File: config.mk
export PLATFORM = sky130hd
export DESIGN_NAME = fre_ctrl
export DESIGN_NICKNAME = d
export VERILOG_FILES = /design/src/fre_pkg.sv /design/src/fre_ctrl.sv
export SDC_FILE = /design/constraint.sdc
export NUM_CORES = 1
export LEC_CHECK = 0
export ABC_AREA = 1
export BUFFER_PORTS_ARGS = -buffer_cell sky130_fd_sc_hd__buf_2
export CAP_MARGIN = 20
export CORE_ASPECT_RATIO = 1.5
export CORE_MARGIN = 4
export CORE_UTILIZATION = 55
export DETAILED_ROUTE_END_ITERATION = 16
export PLACE_DENSITY = 0.93
export SLEW_MARGIN = 30
export SYNTH_ARGS = -nofsm -noshare
export SYNTH_HDL_FRONTEND = slang
export SYNTH_SLANG_ARGS = --single-unit
File: constraint.sdc
create_clock -name clock -period 2.5 [get_ports clock]
set_input_delay 0.25 -clock clock [delete_from_list [all_inputs] [get_ports clock]]
set_output_delay 0.25 -clock clock [all_outputs]
set_load 0.01 [all_outputs]
File: src/fre_pkg.sv
// Shared types, constants and tables for the frequency response evaluator.
// Used by fre_ctrl, fre_datapath and iir_frequency_response_eval.
`default_nettype none

package fre_pkg;

   localparam int MAX_COEFS_DEF  = 16;
   localparam int COEF_WIDTH_DEF = 24;
   localparam int CORDIC_STEPS   = 16;

   localparam logic signed [33:0] CORDIC_GAIN = 34'sd652032874;

   // status codes on the result channel
   localparam logic [1:0] RSP_OK   = 2'd0;
   localparam logic [1:0] RSP_ZERO = 2'd1;
   localparam logic [1:0] RSP_SAT  = 2'd2;

   localparam logic OP_LOAD = 1'b0;
   localparam logic OP_EVAL = 1'b1;

   // arctangent of 2^-i as a turn fraction, Q0.32 scale (one turn is 2^32)
   function automatic logic signed [33:0] atan_turn(input logic [3:0] i);
      logic signed [33:0] v;
      case (i)
         4'd0:    v = 34'sd536870912;
         4'd1:    v = 34'sd316933406;
         4'd2:    v = 34'sd167458907;
         4'd3:    v = 34'sd85004757;
         4'd4:    v = 34'sd42667335;
         4'd5:    v = 34'sd21354465;
         4'd6:    v = 34'sd10679838;
         4'd7:    v = 34'sd5340245;
         4'd8:    v = 34'sd2670163;
         4'd9:    v = 34'sd1335087;
         4'd10:   v = 34'sd667544;
         4'd11:   v = 34'sd333772;
         4'd12:   v = 34'sd166886;
         4'd13:   v = 34'sd83443;
         4'd14:   v = 34'sd41722;
         4'd15:   v = 34'sd20861;
         default: v = 34'sd0;
      endcase
      return v;
   endfunction

   typedef enum logic [3:0] {
      ST_IDLE,
      ST_CORDIC,
      ST_CFIN,
      ST_HORNER,
      ST_HSAVE,
      ST_ZCHK,
      ST_NORM_N,
      ST_NORM_D,
      ST_PROD,
      ST_DIVI,
      ST_DSUB,
      ST_DSHIFT,
      ST_DSTORE,
      ST_OUT
   } state_type;

   typedef enum logic [3:0] {
      MS_AR_C,
      MS_AI_S,
      MS_AR_S,
      MS_AI_C,
      MS_NR_DR,
      MS_NI_DI,
      MS_NI_DR,
      MS_NR_DI,
      MS_DR_DR,
      MS_DI_DI
   } msel_type;

   typedef enum logic [1:0] {
      SO_HOLD,
      SO_LOAD,
      SO_SUB
   } sop_type;

   typedef enum logic [2:0] {
      DS_NONE,
      DS_TRE,
      DS_ACC,
      DS_PR,
      DS_PI,
      DS_D2
   } dest_type;

   typedef struct packed {
      logic       coef_wr;
      logic       sel_den;
      logic       acc_clr;
      logic       cordic_init;
      logic       cordic_step;
      logic [3:0] cordic_idx;
      logic       cordic_fin;
      msel_type   msel;
      sop_type    sop;
      dest_type   dest;
      logic       save_num;
      logic       save_den;
      logic       norm_step;
      logic       norm_den;
      logic       div_init;
      logic       div_part;
      logic       div_sub;
      logic       div_shift;
      logic       div_store;
      logic       sat_clr;
      logic       out_load;
   } cmd_type;

   typedef struct packed {
      logic norm_done;
      logic zero_den;
      logic dv_sub_done;
      logic dv_shift_done;
   } stat_type;

endpackage

`default_nettype wire

File: src/fre_ctrl.sv
// Sequencer: order register, handshakes and the command schedule.
// Depends on fre_pkg; commands fre_datapath.
`default_nettype none

module fre_ctrl #(
   parameter int MAX_COEFS = fre_pkg::MAX_COEFS_DEF,
   localparam int ADDR_W   = (MAX_COEFS > 1) ? $clog2(MAX_COEFS) : 1
) (
   input  wire logic              clock,
   input  wire logic              reset,
   input  wire logic              req_valid,
   output logic                   req_stall,
   input  wire logic              req_op,
   output logic                   rsp_valid,
   input  wire logic              rsp_stall,
   input  wire logic              csr_valid,
   output logic                   csr_ready,
   input  wire logic [3:0]        csr_filter_order,
   input  wire fre_pkg::stat_type stat,
   output fre_pkg::cmd_type       cmd,
   output logic [ADDR_W-1:0]      coef_addr
);

   fre_pkg::state_type state_ff, state_in;
   logic [3:0]        order_ff;
   logic [ADDR_W-1:0] k_ff, k_in, n_eff;
   logic [2:0]        ph_ff, ph_in;
   logic [3:0]        it_ff, it_in;
   logic              den_ff, den_in, part_ff, part_in;
   logic              rsp_valid_ff, rsp_valid_in;
   logic              accept;

   assign csr_ready = 1'b1;
   assign req_stall = (state_ff != fre_pkg::ST_IDLE);
   assign accept    = req_valid && !req_stall;
   assign rsp_valid = rsp_valid_ff;
   assign coef_addr = k_ff;
   assign n_eff     = (int'(order_ff) < MAX_COEFS) ? ADDR_W'(order_ff)
                                                   : ADDR_W'(MAX_COEFS - 1);

   always_ff @(posedge clock) begin
      if (reset) begin
         state_ff     <= fre_pkg::ST_IDLE;
         order_ff     <= 4'd0;
         rsp_valid_ff <= 1'b0;
         k_ff         <= '0;
         ph_ff        <= 3'd0;
         it_ff        <= 4'd0;
         den_ff       <= 1'b0;
         part_ff      <= 1'b0;
      end else begin
         state_ff     <= state_in;
         rsp_valid_ff <= rsp_valid_in;
         k_ff         <= k_in;
         ph_ff        <= ph_in;
         it_ff        <= it_in;
         den_ff       <= den_in;
         part_ff      <= part_in;
         if (csr_valid && csr_ready) order_ff <= csr_filter_order;
      end
   end

   always_comb begin
      state_in     = state_ff;
      k_in         = k_ff;
      ph_in        = ph_ff;
      it_in        = it_ff;
      den_in       = den_ff;
      part_in      = part_ff;
      rsp_valid_in = rsp_valid_ff && rsp_stall;
      cmd          = '0;
      cmd.sel_den  = den_ff;
      cmd.cordic_idx = it_ff;
      cmd.msel     = fre_pkg::MS_AR_C;
      cmd.sop      = fre_pkg::SO_HOLD;
      cmd.dest     = fre_pkg::DS_NONE;
      cmd.div_part = part_ff;
      case (state_ff)
         fre_pkg::ST_IDLE: begin
            if (accept) begin
               if (req_op == fre_pkg::OP_LOAD) begin
                  cmd.coef_wr = 1'b1;
               end else begin
                  cmd.cordic_init = 1'b1;
                  cmd.sat_clr     = 1'b1;
                  it_in           = 4'd0;
                  state_in        = fre_pkg::ST_CORDIC;
               end
            end
         end
         fre_pkg::ST_CORDIC: begin
            cmd.cordic_step = 1'b1;
            it_in = it_ff + 4'd1;
            if (it_ff == 4'(fre_pkg::CORDIC_STEPS - 1)) state_in = fre_pkg::ST_CFIN;
         end
         fre_pkg::ST_CFIN: begin
            cmd.cordic_fin = 1'b1;
            cmd.acc_clr    = 1'b1;
            k_in     = '0;
            ph_in    = 3'd0;
            den_in   = 1'b0;
            state_in = fre_pkg::ST_HORNER;
         end
         fre_pkg::ST_HORNER: begin
            ph_in = ph_ff + 3'd1;
            case (ph_ff)
               3'd0: cmd.msel = fre_pkg::MS_AR_C;
               3'd1: begin
                  cmd.sop  = fre_pkg::SO_LOAD;
                  cmd.msel = fre_pkg::MS_AI_S;
               end
               3'd2: begin
                  cmd.sop  = fre_pkg::SO_SUB;
                  cmd.msel = fre_pkg::MS_AR_S;
               end
               3'd3: begin
                  cmd.dest = fre_pkg::DS_TRE;
                  cmd.sop  = fre_pkg::SO_LOAD;
                  cmd.msel = fre_pkg::MS_AI_C;
               end
               default: begin
                  cmd.dest = fre_pkg::DS_ACC;
                  ph_in    = 3'd0;
                  if (k_ff == n_eff) state_in = fre_pkg::ST_HSAVE;
                  else               k_in = k_ff + ADDR_W'(1);
               end
            endcase
         end
         fre_pkg::ST_HSAVE: begin
            if (!den_ff) begin
               cmd.save_num = 1'b1;
               cmd.acc_clr  = 1'b1;
               den_in   = 1'b1;
               k_in     = '0;
               ph_in    = 3'd0;
               state_in = fre_pkg::ST_HORNER;
            end else begin
               cmd.save_den = 1'b1;
               state_in = fre_pkg::ST_ZCHK;
            end
         end
         fre_pkg::ST_ZCHK: begin
            state_in = stat.zero_den ? fre_pkg::ST_OUT : fre_pkg::ST_NORM_N;
         end
         fre_pkg::ST_NORM_N: begin
            cmd.norm_step = 1'b1;
            if (stat.norm_done) state_in = fre_pkg::ST_NORM_D;
         end
         fre_pkg::ST_NORM_D: begin
            cmd.norm_step = 1'b1;
            cmd.norm_den  = 1'b1;
            ph_in = 3'd0;
            if (stat.norm_done) state_in = fre_pkg::ST_PROD;
         end
         fre_pkg::ST_PROD: begin
            ph_in = ph_ff + 3'd1;
            case (ph_ff)
               3'd0: cmd.msel = fre_pkg::MS_NR_DR;
               3'd1: begin
                  cmd.sop  = fre_pkg::SO_LOAD;
                  cmd.msel = fre_pkg::MS_NI_DI;
               end
               3'd2: begin
                  cmd.dest = fre_pkg::DS_PR;
                  cmd.msel = fre_pkg::MS_NI_DR;
               end
               3'd3: begin
                  cmd.sop  = fre_pkg::SO_LOAD;
                  cmd.msel = fre_pkg::MS_NR_DI;
               end
               3'd4: begin
                  cmd.dest = fre_pkg::DS_PI;
                  cmd.msel = fre_pkg::MS_DR_DR;
               end
               3'd5: begin
                  cmd.sop  = fre_pkg::SO_LOAD;
                  cmd.msel = fre_pkg::MS_DI_DI;
               end
               default: begin
                  cmd.dest = fre_pkg::DS_D2;
                  ph_in    = 3'd0;
                  part_in  = 1'b0;
                  state_in = fre_pkg::ST_DIVI;
               end
            endcase
         end
         fre_pkg::ST_DIVI: begin
            cmd.div_init = 1'b1;
            state_in = fre_pkg::ST_DSUB;
         end
         fre_pkg::ST_DSUB: begin
            cmd.div_sub = 1'b1;
            if (stat.dv_sub_done) state_in = fre_pkg::ST_DSHIFT;
         end
         fre_pkg::ST_DSHIFT: begin
            cmd.div_shift = 1'b1;
            if (stat.dv_shift_done) state_in = fre_pkg::ST_DSTORE;
         end
         fre_pkg::ST_DSTORE: begin
            cmd.div_store = 1'b1;
            if (!part_ff) begin
               part_in  = 1'b1;
               state_in = fre_pkg::ST_DIVI;
            end else begin
               state_in = fre_pkg::ST_OUT;
            end
         end
         fre_pkg::ST_OUT: begin
            if (!rsp_valid_ff || !rsp_stall) begin
               cmd.out_load = 1'b1;
               rsp_valid_in = 1'b1;
               state_in     = fre_pkg::ST_IDLE;
            end
         end
         default: state_in = fre_pkg::ST_IDLE;
      endcase
   end

   a_eval_start: assert property (@(posedge clock) disable iff (reset)
      (accept && (req_op == fre_pkg::OP_EVAL)) |=> (state_ff == fre_pkg::ST_CORDIC))
      else $error("evaluate request did not start the CORDIC");

   a_out_hold: assert property (@(posedge clock) disable iff (reset)
      (state_ff == fre_pkg::ST_OUT && rsp_valid_ff && rsp_stall)
      |=> (state_ff == fre_pkg::ST_OUT))
      else $error("pending result overwritten");

   a_k_range: assert property (@(posedge clock) disable iff (reset)
      (state_ff == fre_pkg::ST_HORNER) |-> (k_ff <= n_eff))
      else $error("coefficient index beyond order");

   a_div_end: assert property (@(posedge clock) disable iff (reset)
      (state_ff == fre_pkg::ST_DSTORE && part_ff) |=> (state_ff == fre_pkg::ST_OUT))
      else $error("divide sequence did not finish");

endmodule

`default_nettype wire

==> summary.txt <==
Pwr
  • Power per Cell Area: 944 mW/mm2
  • Reg power frac: 0.282
  • Switching Fraction: 0.498
  • Net Sw Power: 0.927 mW
  • Peak supply drop: 0.722 mV
  • Logic pwr share: 0.578
  • Pint: 0.935 mW
  • Leak pwr: 1.11 nW
  • Clk pwr share: 0.140

Layout
  • Filler Cells Inserted: 294
  • Ant. Diodes: 0
  • Layout cells sized above 1: 0.243
  • Layout net count: 343
  • Area Growth Syn to Fin: 17.5%
  • Register area: 440 um2
  • Multi-input logic area: 0.00101 mm2
  • Final Core Density: 0.677

Synthesis
  • Seq cells post-synth: 22
  • Post-Synthesis Cells: 276
  • Post-synth top area cell: dfxtp_1
  • Syn Area/Cell: 6.08 um2
  • Yosys top cell area share: 0.262
  • Warnings, synthesis: 0
  • Post-synth net total: 297
  • Cell variety after synth: 29
  • Synth top area cells: dfxtp_1 (26%), nand2_1 (16%), nor2_1 (8.3%)
  • Fraction of the yosys area taken by sequential cells: 0.262
  • Synth Cell Area: 0.00168 mm2

Critical path
  • Worst R2R Path Depth: 10
  • Critical Path End Type: output port
  • Cells along the critical path: inv_1, ha_1, nor2_1, o21ai_0, o211ai_1, buf_2
  • Worst path arrival time: 1.72 ns
  • Max Fanout on Critical Path: 4
  • Crit-path slowest cell: dfxtp_1
  • Delay-heaviest family, CP: flip-flops
  • Worst path required time: 2.25 ns
  • Slowest stage delay, CP: 0.38 ns
  • Critical path depth in cells: 6
  • Kind of critical path: reg2out
  • Type of origin of the critical path: flop
  • WP buf/inv: 2

GRT
  • GRT overflow: 0
  • Antenna violations before repair: 0
  • Gr usage total: 0.232
  • First-pass GRT wire length: 7000 um
  • Vias in the first global route: 1710
  • Largest net degree at the start of global routing: 15

Clock tree
  • TritonCTS buffer count: 3
  • Clk Latency, worst-skew pair: 0.27 ns
  • CTS Buffer Depth: 2
  • Post-CTS Hold Fix Bufs: 0
  • Post-CTS Setup Repair Bufs: 0
  • H-tree depth: 1
  • CTS tree: done
  • # clock sinks: 22
  • Root buf cell: clkbuf_8
  • CTS resizes: 0
  • Clk slew on worst S/H paths: 0.08 ns

Floorplanning
  • Die ar.: 0.00402 mm2
  • Initial Util: 0.576
  • Chip Height: 75.6 um
  • Die Width: 53.1 um
  • # rows: 24
  • Core area: 0.00291 mm2
  • I/O pin total: 51

STA
  • Fmax: 0.508 GHz
  • Final period utilization: 0.788
  • Fin. Hold Viols: 0
  • RSZ-0062 raised after global routing: no
  • Fin Setup TNS: 0 ns
  • Clock skew: 0.00449 ns
  • # setup viols final: 0
  • Final min period: 1.97 ns
  • Final Slew Violations: 0
  • Hold WS: 0.205 ns

Route
  • Initial drt markers: 36
  • Final WL: 4230 um
  • Drt first pass iters: 4
  • Vias/cell: 5.12
  • DR WL/cell: 11.8 um
  • Drt drc: 0
  • Antenna Nets Post-Route: 0
  • Vias: 1844

Flow run
  • Total of max-cap violations: 0

Placed design
  • Port Buf Inserts: 49
  • Gpl congestion: 0.942
  • Final HPWL DP: 3450 um

Worst hold path
  • Hold path cells: 3
  • Hold Crit Class: in2reg

Outcome
  • Outcome: completed
## synth_stat cells
cell,number
nand2_1,70
nor2_1,37
inv_1,36
nand3_1,23
dfxtp_1,22
a21oi_1,20
o21ai_0,11
inv_2,8
ha_1,7
buf_4,6
nor2_2,4
nor2_4,4
a21oi_2,3
nand2_2,3
nor3_1,3
buf_2,2
nand3b_1,2
o211ai_1,2
o21ai_1,2
xor2_1,2
a31o_2,1
clkinv_1,1
conb_1,1
nand4_1,1
nand4_2,1
nor3_2,1
o2111ai_1,1
o21bai_1,1
xnor2_1,1
## power groups by stage
stage,Sequential [mW],Clock (mW),Combinational [mW]
after floorplan,0.504,0,0.834
after detailed placement,0.532,0,1.06
final,0.526,0.260,1.08
after global routing,0.535,0.274,1.23
after CTS,0.524,0.265,1.08
after global placement,0.529,0,1.05
## state kept, by name, summed over array words and instances (netlist names)
register   flops
coef_addr      4
n_eff          4
rsp_valid      1
it_ff          4
ph_ff          3
part_ff        1
state_ff       4
den_ff         1
## cell type report
type                    count  area share
repair buffers             49       0.124
clock buffers               4      0.0279
multi-input cells         201       0.514
well taps                  39      0.0247
flip-flops and latches     22       0.223
inverters                  45      0.0857
## kinds of logic (layout without fill, tap and decap cells)
family          count (synthesis)  count (layout)  synth area share
compound gates                 41              41             0.138
other cells                     1               1           0.00223
flops                          22              22             0.262
buf+inv                        53              98             0.133
xor+xnor                        3               3            0.0157
simple gates                  149             149             0.396
fa+ha+maj                       7               7            0.0522
## tightest hold or removal path, delay by kind of cell
family / cells / cell delay (ns)
buffers and inverters: 1 / 0.07
AND/OR/NAND/NOR: 2 / 0.11
## final timing paths
kind | from | end | slack [ns]
max | ph_ff[0] | cmd[11] | 0.53
min | csr_filter_order[3] | n_eff[3] | 0.20
max reg2reg | ph_ff[0] | state_ff[3] | 0.68
min reg2reg | n_eff[2] | n_eff[2] | 0.47
## cells in the final DEF (no fill, tap or decap), types with 2 or more instances in the layout
cell type / n
dfxtp_1: 22
nor2_1: 37
inv_2: 8
clkbuf_8: 4
nand3b_1: 2
ha_1: 7
nor2_2: 4
o211ai_1: 2
inv_1: 36
nor2_4: 4
nand2_1: 70
xor2_1: 2
a21oi_1: 20
a21oi_2: 3
nor3_1: 3
o21ai_1: 2
nand3_1: 23
buf_2: 49
nand2_2: 3
o21ai_0: 11
## layer usage
layer,GRT usage,wire (um),up-vias
met5,0,0,-
met4,0.116,131,0
met3,0.0313,216,15
met2,0.446,2320,55
met1,0.238,1570,820
li1,-,-,954
## per-stage QoR
| stage | instances | worst slack [ns] | power [mW] | area (um2) |
|---|---|---|---|---|
| 6_report | 360 | 0.530 | 1.86 | 1970 |
| 5_1_grt | 360 | 0.403 | 2.04 | 1970 |
| 4_1_cts | 360 | 0.532 | 1.86 | 1970 |
| 3_5_place_dp | 356 | 0.720 | 1.60 | 1920 |
| 3_3_place_gp | 356 | 0.758 | 1.58 | 1920 |
| 2_1_floorplan | 276 | 0.899 | 1.34 | 1680 |
(Power assumes the default switching activity.)
